--- config.mk ---
export PLATFORM = sky130hd
export DESIGN_NAME = hill_cipher_block
export DESIGN_NICKNAME = d
export VERILOG_FILES = /design/src/hcb_pkg.sv /design/src/hill_cipher_block.sv /design/src/hcb_mac.sv
export SDC_FILE = /design/constraint.sdc
export NUM_CORES = 1
export LEC_CHECK = 0
export ABC_AREA = 1
export BUFFER_PORTS_ARGS = -buffer_cell sky130_fd_sc_hd__buf_2
export CAP_MARGIN = 20
export CORE_ASPECT_RATIO = 0.7
export CORE_UTILIZATION = 35
export CTS_BUF_LIST = sky130_fd_sc_hd__clkbuf_4
export DETAILED_ROUTE_END_ITERATION = 6
export GPL_TIMING_DRIVEN = 0
export PLACE_DENSITY = 0.51
export SLEW_MARGIN = 5
export SYNTH_ARGS = -nofsm -noshare
export SYNTH_HDL_FRONTEND = slang
export SYNTH_SLANG_ARGS = --single-unit
--- constraint.sdc ---
create_clock -name clk -period 10.85 [get_ports clk]
set_input_delay 0.5425 -clock clk [delete_from_list [all_inputs] [get_ports clk]]
set_output_delay 0.5425 -clock clk [all_outputs]
set_load 0.01 [all_outputs]
--- src/hcb_pkg.sv ---
// Shared definitions for the mod-26 Hill cipher block: constants, the
// control bundle of the shared multiply-accumulate unit and the mod-26 reducer.
// No dependencies.
package hcb_pkg;

  localparam int MAX_SIZE = 3;
  localparam int MODULUS  = 26;
  localparam int LETTER_A = 65;

  // accumulator width: largest value is 3 * 25 * 25 = 1875
  localparam int ACC_W = 11;

  // cofactor terms lie in -625..625; this offset keeps the sum non-negative
  // and is itself a multiple of 26
  localparam logic [ACC_W-1:0] COF_BIAS = 11'd650;

  // floor(2^16 / 26) rounded down, so the quotient estimate never overshoots
  localparam int RECIP = 2520;

  typedef struct packed {
    logic en;     // update the accumulator
    logic first;  // start a new sum instead of adding to the old one
    logic bias;   // start value is COF_BIAS instead of zero
    logic sub;    // subtract the product
  } mac_ctl_t;

  // x mod 26 by reciprocal multiply; one correction step covers the error
  function automatic logic [4:0] mod26_f(input logic [ACC_W-1:0] x);
    logic [ACC_W+11:0] prod;
    logic [ACC_W-5:0]  q;
    logic [ACC_W-1:0]  r;
    prod = {12'd0, x} * (ACC_W + 12)'(RECIP);
    q    = prod[ACC_W+11:16];
    r    = x - ACC_W'(q) * ACC_W'(MODULUS);
    if (r >= ACC_W'(MODULUS)) begin
      r = r - ACC_W'(MODULUS);
    end
    return r[4:0];
  endfunction

endpackage

--- src/hill_cipher_block.sv ---
// Hill cipher over 26 letters: letters in, enciphered or deciphered letters out.
// Encrypt: a full block of n letters holds the input off while it runs n MAC steps and one
// reduce per row. Decrypt first runs a key inversion pass (cofactor, determinant and scaling
// steps); a key with no inverse gives its error result after the determinant. Output stalls
// lengthen both passes, as the reduce and error states wait for the output to be free.
// A letter that does not complete a block is stored while the input stays ready.
// Reset (rst_n low at a clock edge) empties the block and restores key_size 2, encrypt.
module hill_cipher_block (
  input  logic        clk,
  input  logic        rst_n,
  input  logic        in_tvalid,
  output logic        in_tready,
  input  logic [7:0]  in_tdata,    // [7:0] text_byte
  output logic        out_tvalid,
  input  logic        out_tready,
  output logic [7:0]  out_tdata,   // [6:0] letter_out, [7] zero
  output logic        out_tlast,   // last_of_block
  output logic        out_tuser,   // key_error
  input  logic        cfg_we,
  input  logic [2:0]  cfg_index,
  input  logic [14:0] cfg_wdata
);
  import hcb_pkg::*;

  localparam logic [2:0] CFG_KEY_SIZE  = 3'd0;
  localparam logic [2:0] CFG_DECRYPT   = 3'd1;
  localparam logic [2:0] CFG_ROW_FIRST = 3'd2;
  localparam logic [2:0] CFG_ROW_SEC   = 3'd3;
  localparam logic [2:0] CFG_ROW_THIRD = 3'd4;

  localparam logic [4:0] MOD5 = 5'(MODULUS);

  typedef enum logic [9:0] {
    ST_IDLE = 10'b0000000001,
    ST_COF  = 10'b0000000010,
    ST_CRED = 10'b0000000100,
    ST_DET  = 10'b0000001000,
    ST_DRED = 10'b0000010000,
    ST_SCL  = 10'b0000100000,
    ST_SRED = 10'b0001000000,
    ST_MUL  = 10'b0010000000,
    ST_MRED = 10'b0100000000,
    ST_ERR  = 10'b1000000000
  } state_t;

  function automatic logic [4:0] key_f(input logic [14:0] r0, input logic [14:0] r1,
                                       input logic [14:0] r2, input logic n3,
                                       input logic [1:0] row, input logic [1:0] col);
    logic [14:0] bits;
    logic [4:0]  raw;
    logic [4:0]  v;
    case (row)
      2'd0:    bits = r0;
      2'd1:    bits = r1;
      default: bits = r2;
    endcase
    case (col)
      2'd0:    raw = bits[4:0];
      2'd1:    raw = bits[9:5];
      default: raw = bits[14:10];
    endcase
    v = (raw >= MOD5) ? raw - MOD5 : raw;
    // 2x2 key embedded in a 3x3 with a unit corner: same det and same 2x2 inverse
    if (!n3 && (row == 2'd2 || col == 2'd2)) begin
      v = (row == col) ? 5'd1 : 5'd0;
    end
    return v;
  endfunction

  function automatic logic [4:0] inv26_f(input logic [4:0] d);
    logic [4:0] v;
    case (d)
      5'd1:    v = 5'd1;
      5'd3:    v = 5'd9;
      5'd5:    v = 5'd21;
      5'd7:    v = 5'd15;
      5'd9:    v = 5'd3;
      5'd11:   v = 5'd19;
      5'd15:   v = 5'd7;
      5'd17:   v = 5'd23;
      5'd19:   v = 5'd11;
      5'd21:   v = 5'd5;
      5'd23:   v = 5'd17;
      5'd25:   v = 5'd25;
      default: v = 5'd0;
    endcase
    return v;
  endfunction

  // the two indexes other than x, in ascending order
  function automatic logic [1:0] oth_lo(input logic [1:0] x);
    return (x == 2'd0) ? 2'd1 : 2'd0;
  endfunction

  function automatic logic [1:0] oth_hi(input logic [1:0] x);
    return (x == 2'd2) ? 2'd1 : 2'd2;
  endfunction

  state_t      state_r, state_nxt;
  logic [1:0]  key_size_r;
  logic        decrypt_r;
  logic [14:0] key_row_first_r, key_row_second_r, key_row_third_r;
  logic [1:0]  fill_r, fill_nxt;
  logic [1:0]  i_r, i_nxt;
  logic [1:0]  j_r, j_nxt;
  logic        s_r, s_nxt;
  logic [4:0]  blk_r [MAX_SIZE];
  logic [4:0]  cof_r [MAX_SIZE*MAX_SIZE];
  logic [4:0]  dinv_r;
  logic        out_valid_r, out_valid_nxt;
  logic [6:0]  out_letter_r;
  logic        out_last_r;
  logic        out_err_r;

  logic        n3;
  logic [1:0]  last_idx;
  logic        in_acc;
  logic [1:0]  fill_inc;
  logic        blk_full;
  logic [4:0]  residue;
  logic        out_free;

  logic [1:0]  ka_row, ka_col, kb_row, kb_col;
  logic [1:0]  cof_row, cof_col;
  logic [3:0]  cof_addr;
  logic [4:0]  key_a, key_b, cof_rd, blk_rd;
  logic        pick_b;

  mac_ctl_t    mac_ctl;
  logic [4:0]  op_a, op_b, mac_res;

  logic        out_ld;
  logic [6:0]  ld_letter;
  logic        ld_last, ld_err;
  logic        cof_we, dinv_we;

  assign n3        = (key_size_r == 2'd3);
  assign last_idx  = n3 ? 2'd2 : 2'd1;
  assign in_tready = (state_r == ST_IDLE);
  assign in_acc    = in_tvalid && in_tready;
  assign fill_inc  = fill_r + 2'd1;
  assign blk_full  = (fill_inc > last_idx);
  // (byte - 65) mod 26 taken non-negative equals (byte + 195) mod 26
  assign residue   = mod26_f({3'd0, in_tdata} + 11'd195);
  assign out_free  = !out_valid_r || out_tready;

  // operand addressing
  always_comb begin
    pick_b  = (i_r[0] ^ j_r[0]) ^ s_r;
    ka_row  = i_r;
    ka_col  = j_r;
    kb_row  = i_r;
    kb_col  = j_r;
    cof_row = i_r;
    cof_col = j_r;
    unique case (state_r)
      ST_COF: begin
        // positive product first so the biased sum never goes negative
        ka_row = oth_lo(i_r);
        kb_row = oth_hi(i_r);
        ka_col = pick_b ? oth_hi(j_r) : oth_lo(j_r);
        kb_col = pick_b ? oth_lo(j_r) : oth_hi(j_r);
      end
      ST_DET: begin
        ka_row  = 2'd0;
        cof_row = 2'd0;
      end
      ST_MUL: begin
        // the scaled cofactors are read transposed: adjugate
        cof_row = j_r;
        cof_col = i_r;
      end
      default: begin
      end
    endcase
  end

  assign key_a = key_f(key_row_first_r, key_row_second_r, key_row_third_r, n3,
                       ka_row, ka_col);
  assign key_b = key_f(key_row_first_r, key_row_second_r, key_row_third_r, n3,
                       kb_row, kb_col);
  assign cof_addr = 4'(cof_row) * 4'd3 + 4'(cof_col);
  assign cof_rd   = cof_r[cof_addr];
  assign blk_rd   = blk_r[j_r];

  // MAC control and operand select
  always_comb begin
    mac_ctl = '0;
    op_a    = 5'd0;
    op_b    = 5'd0;
    unique case (state_r)
      ST_COF: begin
        mac_ctl.en    = 1'b1;
        mac_ctl.first = !s_r;
        mac_ctl.bias  = 1'b1;
        mac_ctl.sub   = s_r;
        op_a          = key_a;
        op_b          = key_b;
      end
      ST_DET: begin
        mac_ctl.en    = 1'b1;
        mac_ctl.first = (j_r == 2'd0);
        op_a          = key_a;
        op_b          = cof_rd;
      end
      ST_SCL: begin
        mac_ctl.en    = 1'b1;
        mac_ctl.first = 1'b1;
        op_a          = cof_rd;
        op_b          = dinv_r;
      end
      ST_MUL: begin
        mac_ctl.en    = 1'b1;
        mac_ctl.first = (j_r == 2'd0);
        op_a          = decrypt_r ? cof_rd : key_a;
        op_b          = blk_rd;
      end
      default: begin
      end
    endcase
  end

  hcb_mac u_mac (
    .clk  (clk),
    .ctl  (mac_ctl),
    .op_a (op_a),
    .op_b (op_b),
    .res  (mac_res)
  );

  // sequencer
  always_comb begin
    state_nxt = state_r;
    fill_nxt  = fill_r;
    i_nxt     = i_r;
    j_nxt     = j_r;
    s_nxt     = s_r;
    out_ld    = 1'b0;
    ld_letter = 7'd0;
    ld_last   = 1'b0;
    ld_err    = 1'b0;
    cof_we    = 1'b0;
    dinv_we   = 1'b0;
    unique case (state_r)
      ST_IDLE: begin
        if (in_acc) begin
          if (blk_full) begin
            fill_nxt  = 2'd0;
            i_nxt     = 2'd0;
            j_nxt     = 2'd0;
            s_nxt     = 1'b0;
            state_nxt = decrypt_r ? ST_COF : ST_MUL;
          end else begin
            fill_nxt = fill_inc;
          end
        end
      end
      ST_COF: begin
        s_nxt = !s_r;
        if (s_r) begin
          state_nxt = ST_CRED;
        end
      end
      ST_CRED: begin
        cof_we = 1'b1;
        if (j_r == 2'd2) begin
          j_nxt = 2'd0;
          if (i_r == 2'd2) begin
            i_nxt     = 2'd0;
            state_nxt = ST_DET;
          end else begin
            i_nxt     = i_r + 2'd1;
            state_nxt = ST_COF;
          end
        end else begin
          j_nxt     = j_r + 2'd1;
          state_nxt = ST_COF;
        end
      end
      ST_DET: begin
        if (j_r == 2'd2) begin
          j_nxt     = 2'd0;
          state_nxt = ST_DRED;
        end else begin
          j_nxt = j_r + 2'd1;
        end
      end
      ST_DRED: begin
        dinv_we   = 1'b1;
        state_nxt = (inv26_f(mac_res) == 5'd0) ? ST_ERR : ST_SCL;
      end
      ST_SCL: begin
        state_nxt = ST_SRED;
      end
      ST_SRED: begin
        cof_we = 1'b1;
        if (j_r == 2'd2) begin
          j_nxt = 2'd0;
          if (i_r == 2'd2) begin
            i_nxt     = 2'd0;
            state_nxt = ST_MUL;
          end else begin
            i_nxt     = i_r + 2'd1;
            state_nxt = ST_SCL;
          end
        end else begin
          j_nxt     = j_r + 2'd1;
          state_nxt = ST_SCL;
        end
      end
      ST_MUL: begin
        if (j_r == last_idx) begin
          state_nxt = ST_MRED;
        end else begin
          j_nxt = j_r + 2'd1;
        end
      end
      ST_MRED: begin
        if (out_free) begin
          out_ld    = 1'b1;
          ld_letter = 7'(LETTER_A) + {2'd0, mac_res};
          ld_last   = (i_r == last_idx);
          if (i_r == last_idx) begin
            state_nxt = ST_IDLE;
          end else begin
            i_nxt     = i_r + 2'd1;
            j_nxt     = 2'd0;
            state_nxt = ST_MUL;
          end
        end
      end
      ST_ERR: begin
        if (out_free) begin
          out_ld    = 1'b1;
          ld_last   = 1'b1;
          ld_err    = 1'b1;
          state_nxt = ST_IDLE;
        end
      end
      default: begin
        state_nxt = ST_IDLE;
      end
    endcase
  end

  always_comb begin
    out_valid_nxt = out_valid_r;
    if (out_ld) begin
      out_valid_nxt = 1'b1;
    end else if (out_tready) begin
      out_valid_nxt = 1'b0;
    end
  end

  always_ff @(posedge clk) begin
    if (!rst_n) begin
      state_r          <= ST_IDLE;
      fill_r           <= 2'd0;
      i_r              <= 2'd0;
      j_r              <= 2'd0;
      s_r              <= 1'b0;
      out_valid_r      <= 1'b0;
      key_size_r       <= 2'd2;
      decrypt_r        <= 1'b0;
      key_row_first_r  <= 15'd0;
      key_row_second_r <= 15'd0;
      key_row_third_r  <= 15'd0;
    end else begin
      state_r     <= state_nxt;
      fill_r      <= fill_nxt;
      i_r         <= i_nxt;
      j_r         <= j_nxt;
      s_r         <= s_nxt;
      out_valid_r <= out_valid_nxt;
      if (cfg_we) begin
        unique case (cfg_index)
          CFG_KEY_SIZE:  key_size_r       <= cfg_wdata[1:0];
          CFG_DECRYPT:   decrypt_r        <= cfg_wdata[0];
          CFG_ROW_FIRST: key_row_first_r  <= cfg_wdata;
          CFG_ROW_SEC:   key_row_second_r <= cfg_wdata;
          CFG_ROW_THIRD: key_row_third_r  <= cfg_wdata;
          default: begin
          end
        endcase
      end
    end
  end

  always_ff @(posedge clk) begin
    if (in_acc) begin
      blk_r[fill_r] <= residue;
    end
    if (cof_we) begin
      cof_r[cof_addr] <= mac_res;
    end
    if (dinv_we) begin
      dinv_r <= inv26_f(mac_res);
    end
    if (out_ld) begin
      out_letter_r <= ld_letter;
      out_last_r   <= ld_last;
      out_err_r    <= ld_err;
    end
  end

  assign out_tvalid = out_valid_r;
  assign out_tdata  = {1'b0, out_letter_r};
  assign out_tlast  = out_last_r;
  assign out_tuser  = out_err_r;

`ifndef NO_ASSERTIONS
  a_fill_range: assert property (@(posedge clk) disable iff (!rst_n)
    fill_r != 2'd3)
    else $error("block fill count out of range");

  a_err_shape: assert property (@(posedge clk) disable iff (!rst_n)
    out_tvalid && out_tuser |-> out_tlast && out_tdata == 8'd0)
    else $error("key error result must be a lone last item with zero letter");

  a_busy_after_full: assert property (@(posedge clk) disable iff (!rst_n)
    in_tvalid && in_tready && blk_full |=> !in_tready)
    else $error("input accepted while a full block is being processed");

  a_letter_range: assert property (@(posedge clk) disable iff (!rst_n)
    out_tvalid && !out_tuser |-> out_tdata >= 8'd65 && out_tdata <= 8'd90)
    else $error("output letter outside A..Z");
`endif

endmodule

--- src/hcb_mac.sv ---
// Shared multiply-accumulate unit of the Hill cipher block, with a mod-26
// reduction of the registered sum.
// Depends on hcb_pkg.
module hcb_mac (
  input  logic             clk,
  input  hcb_pkg::mac_ctl_t ctl,
  input  logic [4:0]       op_a,
  input  logic [4:0]       op_b,
  output logic [4:0]       res
);
  import hcb_pkg::*;

  logic [ACC_W-1:0] acc_r;
  logic [ACC_W-1:0] acc_nxt;
  logic [ACC_W-1:0] acc_base;
  logic [9:0]       prod;

  assign prod     = op_a * op_b;
  assign acc_base = ctl.first ? (ctl.bias ? COF_BIAS : '0) : acc_r;
  assign acc_nxt  = ctl.sub ? acc_base - ACC_W'(prod) : acc_base + ACC_W'(prod);

  always_ff @(posedge clk) begin
    if (ctl.en) begin
      acc_r <= acc_nxt;
    end
  end

  assign res = mod26_f(acc_r);

endmodule

Word level (Yosys, flattened, before mapping)
Memories as Yosys holds them, arrays and structs flattened. A register that Yosys moved wholly into a read port is not among the register bits.
Cells that the tools add are included.
- flip-flop bits (word level): 86
- memory bits (writable): 60
- memories kept: 4
- input bits: 31
- ROM bits: 320
- $mul: 6
- add/subtract/negate cells: 14
- multiplexer cells: 79
- bitwise gates (word level): 2
- order comparisons: 5
- equality and inequality tests: 39
- reductions and logical operators: 37
- memory list (memory ; depth ; width ; read ports ; clocked after Yosys merged registers in ; write ports ; RTL line ; text):
    (no name shown) ; 32 ; 5 ; 1 ; 1 ; 0 ; hill_cipher_block.sv:72 ; case (d)
    (no name shown) ; 32 ; 5 ; 1 ; 0 ; 0 ; hill_cipher_block.sv:72 ;
    cof_r ; 9 ; 5 ; 1 ; 0 ; 1 ; hill_cipher_block.sv:108 ; logic [4:0] cof_r [MAX_SIZE*MAX_SIZE];
    blk_r ; 3 ; 5 ; 1 ; 1 ; 1 ; hill_cipher_block.sv:107 ; logic [4:0] blk_r [MAX_SIZE];
- operator list (cell ; count):
    10-bit two-way mux ; 11
    10-bit one-hot mux with 10 select lines ; 1
    15-bit one-hot mux with 2 select lines ; 2
    2-bit two-way mux ; 23
    5-bit two-way mux ; 8
    8-bit two-way mux ; 3
    11-bit by 5-bit greater-or-equal comparator with 1-bit output (second input constant) ; 2
    11-bit two-way mux ; 2
    11-bit by 9-bit multiplier with 20-bit output (second input constant) ; 1
    5-bit one-hot mux with 2 select lines ; 2
    5-bit one-hot mux with 4 select lines ; 1
    5-bit subtractor (second input constant) ; 4
    9-bit by 9-bit multiplier with 18-bit output (second input constant) ; 1
    1-bit two-way mux ; 17
    5-bit one-hot mux with 3 select lines ; 1
    2-bit equality test (second input constant) ; 7
    2-bit inequality test (second input constant) ; 7
    2-bit AND reduction ; 7
    2-bit logical NOT ; 6
    2-bit one-hot mux with 3 select lines ; 2
    6-bit AND reduction ; 2
    11-bit by 10-bit adder with 11-bit output ; 1
    11-bit by 10-bit subtractor with 11-bit output ; 1
    11-bit subtractor ; 1
    44 further kinds ; 69

Depth between registers and ports, before layout
Gate-level depths: netlist (run 1).
- depth in word-level cells: 14
- mapped depth: 52

Modules after synthesis
From an unflattened synthesis (run 1), not the netlist that was laid out.
- cells, all modules: 1959
- area total of the unflattened synthesis: 15108.2 um^2
- by module, submodules not included (module ; seq. area each (um^2) ; instances ; area each (um^2) ; cells each):
    hill_cipher_block ; 3583.4 ; 1 ; 10059.6 ; 1266
    hcb_mac ; 330.3 ; 1 ; 5048.6 ; 693

Worst setup path before layout (run 1)
Ideal clock, no wire load.
- kind: register to register
- start: reg u_mac.acc_r[4]
- end: reg state_r[5]
- cell stages (with the launch flop): 52
- setup slack: 2.649 ns
- data required time: 10.719 ns
- library setup time: 0.131 ns
- path buffers: 0
- arrival time: 8.070 ns
- path through: edfxtp_1 -> inv_1 -> fa_1 -> fa_1 -> inv_1 -> fa_1 -> inv_1 -> fa_1 -> inv_1 -> ha_1 -> nand2_1 -> inv_1 -> nand2_2 -> inv_1 -> nand2_1 -> nand3_2 -> nand2_1 -> nand2_1 -> [16 not listed] -> nor3_1 -> nand4_1 -> nand4_1 -> nand2_4 -> nand3_4 -> nand2_1 -> nand2_2 -> inv_2 -> ha_1 -> ha_1 -> nand3_1 -> nand2_1 -> nor2_4 -> nor2_4 -> nor2_2 -> nand3_1 -> nand2_1 -> a21oi_2
- longest elaborated chain between the ends: 10
- elaborated cells on any way between the ends: 11
- classes of those cells: add/sub (2); mul (2); order compare (1); mux (4); reduce/logical (1); memory (1)
- RTL lines (what ; RTL line ; text):
    from (decl) ; hcb_mac.sv:13 ; logic [ACC_W-1:0] acc_r;
    from (signal assigned) ; hcb_mac.sv:24 ; acc_r <= acc_nxt;
    11-bit by 9-bit multiplier with 20-bit output ; hcb_pkg.sv:32 ; prod = {12'd0, x} * (ACC_W + 12)'(RECIP);
    7-bit by 4-bit multiplier with 10-bit output ; hcb_pkg.sv:34 ; r = x - ACC_W'(q) * ACC_W'(MODULUS);
    11-bit subtractor * ; hcb_pkg.sv:34 ;
    11-bit by 5-bit greater-or-equal comparator with 1-bit output / 5-bit subtractor (equally long branches) ; hcb_pkg.sv:35, hcb_pkg.sv:36 ;
    5-bit two-way mux * ; hcb_pkg.sv:35 ; if (r >= ACC_W'(MODULUS)) begin
    memory 32 x 5 bit * ; -- ;
    5-bit two-way mux * ; hill_cipher_block.sv:244 ; unique case (state_r)
    5-bit logical NOT * ; hill_cipher_block.sv:290 ; state_nxt = (inv26_f(mac_res) == 5'd0) ? ST_ERR : ST_SCL;
    10-bit two-way mux * ; hill_cipher_block.sv:290 ;
    10-bit one-hot mux with 10 select lines * ; hill_cipher_block.sv:244 ;
    to (signal assigned) ; hill_cipher_block.sv:369 ; state_r <= state_nxt;
    to (decl) ; hill_cipher_block.sv:99 ; state_t state_r, state_nxt;
Every way passes the cells marked *; elsewhere a longest branch is shown, timed or not. The select of a mux whose other input is x is not followed.
A chain may end at the register's enable or synchronous reset.

Worst setup path after layout (run 1)
- start: reg state_r[2]
- end: reg u_mac.acc_r[10] (data pin)
- longest elaborated chain between the ends: 13
- elaborated cells on any way between the ends: 58
- classes of those cells: add/sub (5); mul (2); order compare (2); eq/ne (14); mux (24); reduce/logical (10); memory (1)
- RTL lines (what ; RTL line ; text):
    parallel branches: the longest is 12 deep, another holds 11-bit by 10-bit adder with 11-bit output ; -- ;
    11-bit two-way mux * ; hcb_mac.sv:20 ; assign acc_nxt = ctl.sub ? acc_base - ACC_W'(prod) : acc_base + ACC_W'(prod);
    net u_mac.acc_nxt[10] ; hcb_mac.sv:14 ; logic [ACC_W-1:0] acc_nxt;
Mark *: on every way through the listed nets, which the timed path passes.

==> flow_metrics.env, run 1 <==
export IMPL_outcome="completed"
export IMPL_nFillCells=4183
export IMPL_critPathLaunchType="register"
export IMPL_io_pins=43
export IMPL_htreeDepth=4
export IMPL_period_share_pct=91.3
export IMPL_rr_startpoint="state_r[2]"
export IMPL_hpwl_um=29700
export IMPL_slew_headroom_pct=29.8
export IMPL_first_global_vias=11200
export IMPL_cts_tree="built"
export IMPL_path_clk_slew_ps=140
export IMPL_grt_max_degree=22
export IMPL_crit_slowest_cell="fa_1"
export IMPL_cap_violations=0
export IMPL_wl_per_cell_um=15.3
export IMPL_cts_resized=0
export IMPL_crit_fanout=10
export IMPL_min_from="cfg_wdata[5]"
export IMPL_grt_overflow_total=0
export IMPL_clock_sinks=153
export IMPL_hold_viol_final=0
export IMPL_synth_distinct_cells=66
export IMPL_initial_core_util_pct=36.0
export IMPL_ys_ff_latch=153
export IMPL_fin_crit_ps=9900
export IMPL_ff2ff_setup_slack_ps=950
export IMPL_syn_area_mm2=0.0145
export IMPL_dieArea_mm2=0.0423
export IMPL_drc=0
export IMPL_fin_ws_ps=948
export IMPL_place_ws_ps=848
export IMPL_max_stage_delay_ps=540
export IMPL_die_h_um=172
export IMPL_grt_pass1_wl_um=59800
export IMPL_clockBufferDepth=2
export IMPL_fmax_ghz=0.101
export IMPL_rsz0062_at_grt="no"
export IMPL_rr_endpoint="u_mac.acc_r[10]"
export IMPL_yosys_warnings=0
export IMPL_cts_inserted_buffers=17
export IMPL_drtAntennaViolNets=0
export IMPL_first_pass_iters=5
export IMPL_required_ps=11240
export IMPL_worstPathArrival_ps=10290
export IMPL_postCtsHoldBufs=0
export IMPL_row_count=61
export IMPL_worst_clock_skew_ps=22.2
export IMPL_cp_common_cell="inv_1"
export IMPL_io_buffers=40
export IMPL_area_growth_pct=8.13
export IMPL_antenna_found_initial=0
export IMPL_worstSkewPairLatency_ps=620
export IMPL_globalplace_congestion=0.879
export IMPL_worst_pin_slew_ps=1050
export IMPL_grt_usage_pct=18.2
export IMPL_n_antenna_cell=0
export IMPL_syn_avg_cell_area_um2=8.10
export IMPL_post_cts_buffers=0
export IMPL_ys_seq_area_share_pct=27.0
export IMPL_drt_initial_drc_count=888
export IMPL_synthCells=1791
export IMPL_syn_num_nets=2078
export IMPL_die_w_um=245
export IMPL_totalWireLength_um=36800
export IMPL_core_area_mm2=0.0403
export IMPL_reg2reg_depth=41
export IMPL_critPathCaptureType="register"
export IMPL_whs_endpoint="key_row_first_r[5]"
export IMPL_final_nets=2137
export IMPL_maxSlewViolCount=0
export IMPL_drive_above_1_share_pct=9.29
export IMPL_holdPathStages=3
export IMPL_vias=11800
export IMPL_path_class="reg -> reg"
export IMPL_vias_per_cell=4.90
export IMPL_setup_tns_ps=0
export IMPL_root_buffer="clkbuf_4"
export IMPL_setup_viol=0
export IMPL_hold_class="in -> reg"
registers in the layout, indices dropped and copies added (netlist names), named ones only:
signal / flops
cof_r: 45
i_r: 2
fill_r: 2
out_tlast: 1
dinv_r: 5
decrypt_r: 1
u_mac.acc_r: 11
key_row_first_r: 15
state_r: 10
out_tvalid: 1
key_row_second_r: 15
key_size_r: 2
out_tuser: 1
out_letter_r: 7
blk_r: 15
j_r: 2
s_r: 1
key_row_third_r: 15
how the worst max path moves through the flow:
stage	to	startpoint	slack, ps
2_1_floorplan	state_r[5]	u_mac.acc_r[4]	2650
6_report	u_mac.acc_r[10]	state_r[2]	950
5_1_grt	u_mac.acc_r[10]	state_r[2]	130
4_1_cts	u_mac.acc_r[10]	state_r[2]	790
3_3_place_gp	u_mac.acc_r[10]	state_r[2]	870
3_5_place_dp	u_mac.acc_r[10]	state_r[2]	850
through the flow:
stage / instances / cell area, um2 / hold slack [ps] / util (%)
2_1_floorplan: 1791 / 14500 / 429 / -
3_3_place_gp: 2366 / 15400 / 443 / 38.1
3_5_place_dp: 2366 / 15400 / 448 / 38.1
4_1_cts: 2398 / 15700 / 126 / 38.9
5_1_grt: 2398 / 15700 / 128 / 38.9
6_report: 2398 / 15700 / 166 / 38.9
synth_stat cells, drive strengths merged:
| cell type | number | area, um2 |
|---|---|---|
| a21boi | 1 | 11.3 |
| nor3 | 46 | 246 |
| a211o | 1 | 8.76 |
| nand3 | 63 | 380 |
| o221ai | 14 | 146 |
| a22oi | 3 | 22.5 |
| o21bai | 9 | 67.6 |
| nor2 | 227 | 952 |
| xnor2 | 13 | 140 |
| o21a | 5 | 37.5 |
| nor4 | 4 | 25.0 |
| a2111oi | 1 | 8.76 |
| clkbuf | 21 | 78.8 |
| fa | 74 | 1480 |
| inv | 395 | 1490 |
| a31oi | 5 | 46.3 |
| conb | 1 | 3.75 |
| nand4 | 20 | 131 |
| buf | 8 | 53.8 |
| ha | 182 | 2280 |
| o21ai | 106 | 546 |
| and2 | 1 | 6.26 |
| a21oi | 104 | 539 |
| and3 | 1 | 6.26 |
| o211ai | 5 | 47.5 |
| clkinv | 2 | 7.51 |
| a21o | 4 | 30.0 |
| or2 | 4 | 25.0 |
| nand2 | 203 | 857 |
| a221oi | 4 | 35.0 |
| edfxtp | 85 | 2550 |
| nor3b | 1 | 7.51 |
| a211oi | 6 | 45.0 |
| xor2 | 51 | 465 |
| o22ai | 41 | 263 |
| o2111ai | 2 | 17.5 |
| o31ai | 9 | 72.6 |
| nand3b | 1 | 7.51 |
| dfxtp | 68 | 1360 |
cells in the final DEF (no fill, tap or decap), types with 5 or more instances in the layout:
master and instances:
xor2_1 50, edfxtp_1 85, buf_2 44, o21bai_1 9
nand2_4 6, xnor2_1 11, nand3_1 53, nor2_1 206
inv_4 5, nand3_2 8, nand4_1 19, clkbuf_4 18
o221ai_1 12, nor3_1 44, inv_1 383, a21oi_1 101
ha_1 182, nor2_2 15, o22ai_1 40, fa_1 74
a211oi_1 6, o21a_1 5, nand2_2 20, inv_2 8
clkbuf_1 21, o31ai_1 8, o21ai_1 7, o21ai_0 95
dfxtp_1 68, nand2_1 177
worst max-delay path: cells and delay by family (launching register included):
kind	cells	cell delay (ps)
compound gates	8	2080
xor+xnor	4	730
fa+ha+maj	7	2970
simple gates	11	1780
buf+inv	11	1750
flops	1	350
layout make-up:
type                       instances  area, um2  share of cell area (%)
sequential                       153       3910                    25.0
clock inverter                    14        169                    1.08
tap                              535        669                    4.27
timing repair buffer              40        200                    1.28
clock buffer                      18        135                   0.862
inverter                         397       1500                    9.57
buffer                            29        133                   0.846
multi-input combinational       1212       8960                    57.2
routing by layer:
| metal | wire length (um) | global-route usage [%] |
|---|---|---|
| met5 | 0 | 0 |
| met4 | 260 | 3.04 |
| met3 | 1620 | 2.79 |
| met2 | 14700 | 26.6 |
| met1 | 20100 | 28.0 |
cell families after synthesis:
family                     count (synthesis)  synth area share [%]
adders and majority gates                256                  25.9
xor gates and xnor gates                  64                  4.18
DFF                                      153                  27.0
other                                      1                0.0259
buffers and inverters                    426                  11.3
AOI/OAI and AO/OA                        320                  13.4
and+or+nand+nor                          571                  18.2
Power of run 1 is left out: the tool's default activity adds up to more than one toggle a clock period on the data nets, which glitch-free logic cannot reach.
==> inputs of run 2 (changes only) <==
--- a/config.mk
+++ b/config.mk
@@ -5,7 +5,6 @@
 export SDC_FILE = /design/constraint.sdc
 export NUM_CORES = 1
 export LEC_CHECK = 0
-export ABC_AREA = 1
 export BUFFER_PORTS_ARGS = -buffer_cell sky130_fd_sc_hd__buf_2
 export CAP_MARGIN = 20
 export CORE_ASPECT_RATIO = 0.7
==> run 2 against run 1 <==
Worst setup slack lost 360 ps. Non-clock buffer count grew 38. Final cell count shrank 4.7%. Maximum frequency shrank 3.5%. Clock skew grew 6.5 ps. Via count shrank 0.32%. Final area grew 3.7%. Largest cell class unchanged.
==> flow_metrics.env, run 2 <==
export IMPL_synth_ff_type="edfxtp_1"
export IMPL_worstPathArrival_ps=10810
export IMPL_row_count=62
export IMPL_required_ps=11400
export IMPL_drt_initial_drc_count=897
export IMPL_final_cell_mix="inv_1, ha_1, nand2_1"
export IMPL_io_buffers=40
export IMPL_antenna_found_initial=1
export IMPL_worst_pin_slew_ps=1020
export IMPL_grt_overflow_total=0
export IMPL_cp_depth=44
export IMPL_synth_edf_count=85
export IMPL_yosysTopAreaCellShare_pct=17.1
export IMPL_vias=11700
export IMPL_synth_commonest_cells="inv_1, ha_1, nand2_1"
export IMPL_cp_top_family="adder cells"
export IMPL_wl_per_cell_um=16.6
export IMPL_largest_register_ffs=45
export IMPL_critPathLaunchType="register"
export IMPL_ys_async_sr_fraction_pct=0
export IMPL_period_share_pct=94.6
export IMPL_reg2reg_depth=44
export IMPL_grt_usage_pct=17.9
export IMPL_hold_viol_final=0
export IMPL_yosys_warnings=0
export IMPL_htreeDepth=4
export IMPL_rsz0062_at_grt="yes"
export IMPL_globalplace_congestion=0.911
export IMPL_totalWireLength_um=38000
export IMPL_max_stage_delay_ps=670
export IMPL_fmax_ghz=0.0975
export IMPL_dpl_cell_count=2246
export IMPL_hpwl_um=30400
export IMPL_grt_max_degree=19
export IMPL_postPlaceCellArea_mm2=0.0158
export IMPL_final_nets=2016
export IMPL_clock_sinks=153
export IMPL_first_global_vias=11300
export IMPL_die_w_um=249
export IMPL_cts_tree="built"
export IMPL_final_common_cell="inv_1"
export IMPL_setup_tns_ps=0
export IMPL_dieArea_mm2=0.0435
export IMPL_synth_most_common_cell="inv_1"
export IMPL_cap_violations=0
export IMPL_fin_crit_ps=10260
export IMPL_clockBufferDepth=2
export IMPL_maxSlewViolCount=0
export IMPL_slew_headroom_pct=31.2
export IMPL_worstSkewPairLatency_ps=600
export IMPL_yosysTopAreaCell="edfxtp_1"
export IMPL_synthCells=1661
export IMPL_holdPathStages=3
export IMPL_vias_per_cell=5.13
export IMPL_crit_fanout=10
export IMPL_synth_top_cells_by_area="edfxtp_1, ha_1, fa_1, dfxtp_1, inv_1"
export IMPL_path_clk_slew_ps=160
export IMPL_die_h_um=175
export IMPL_cts_inserted_buffers=17
export IMPL_drtAntennaViolNets=0
export IMPL_synth_distinct_cells=95
export IMPL_initial_core_util_pct=36.0
export IMPL_ys_ff_latch=153
export IMPL_cp_common_cell="inv_1"
export IMPL_path_class="reg -> reg"
export IMPL_final_cell_count_no_fill=2286
export IMPL_hold_class="in -> reg"
export IMPL_syn_num_nets=1948
export IMPL_root_buffer="clkbuf_4"
export IMPL_grt_pass1_wl_um=62100
export IMPL_area_growth_pct=8.94
export IMPL_path_buf_inv=9
export IMPL_first_pass_iters=5
export IMPL_io_pins=43
export IMPL_worst_clock_skew_ps=28.7
export IMPL_drc=0
export IMPL_drive_above_1_share_pct=8.90
export IMPL_ys_seq_area_share_pct=26.2
export IMPL_outcome="completed"
export IMPL_syn_avg_cell_area_um2=8.99
export IMPL_top_register="cof_r"
export IMPL_crit_slowest_cell="edfxtp_1"
export IMPL_core_area_mm2=0.0415
export IMPL_fin_area_mm2=0.0163
export IMPL_setup_viol=0
export IMPL_critPathCaptureType="register"
export IMPL_syn_area_mm2=0.0149
export IMPL_hold_worst_slack_ps=188
run 2: repair_timing:
action                     CTS  global route
hold buffers                 0             0
buffers inserted             8             2
pin swaps                    0             5
gates resized for setup      2            13
setup endpoints to repair    3             6
run 2: final timing paths:
path                                      from            endpoint  slack (ps)
worst max-delay path            u_mac.acc_r[7]          state_r[9]         590
worst max register to register  u_mac.acc_r[7]          state_r[9]         590
worst min register to register   key_size_r[1]       key_size_r[1]         480
worst min-delay path              cfg_wdata[8]  key_row_third_r[8]         190
run 2: per-layer routing:
| layer | global-route usage [%] | routed length [um] | up-vias |
|---|---|---|---|
| li1 | - | - | 5879 |
| met5 | 0 | 0 | - |
| met3 | 2.44 | 1550 | 16 |
| met2 | 24.7 | 14900 | 240 |
| met1 | 29.1 | 21300 | 5587 |
| met4 | 2.95 | 224 | 0 |
run 2: worst min-delay path, stage by stage:
cell	delay [ps]
buf_2	110
nand2_1	50
a21boi_0	60
run 2: through the flow:
stage / util [%] / worst slack [ps]
6_report: 39.2 / 588
5_1_grt: 39.2 / -15.8
4_1_cts: 39.0 / 29.6
3_5_place_dp: 38.1 / -229
3_3_place_gp: 38.1 / -182
2_1_floorplan: - / 1410
run 2: cell type report:
cell class | instances | area [um2]
diodes | 1 | 2.50
plain buffers | 56 | 236
clock buffers | 17 | 128
clock inverters | 14 | 180
fillers | 4190 | 25200
inverters | 233 | 875
multi-input cells | 1217 | 9960
flip-flops and latches | 153 | 3910
well taps | 544 | 681
repair buffers | 51 | 280
run 2: logic make-up (layout without fill, tap and decap cells):
family | count (synthesis) | after routing | synth area share, %
xor+xnor | 76 | 76 | 4.56
flops | 153 | 153 | 26.2
buf+inv | 291 | 371 | 7.49
simple gates | 456 | 456 | 14.6
compound gates | 377 | 377 | 17.6
other cells | 1 | 2 | 0.0251
fa+ha+maj | 256 | 256 | 25.2
mux | 51 | 51 | 4.32
Power of run 2 is left out for the same reason.
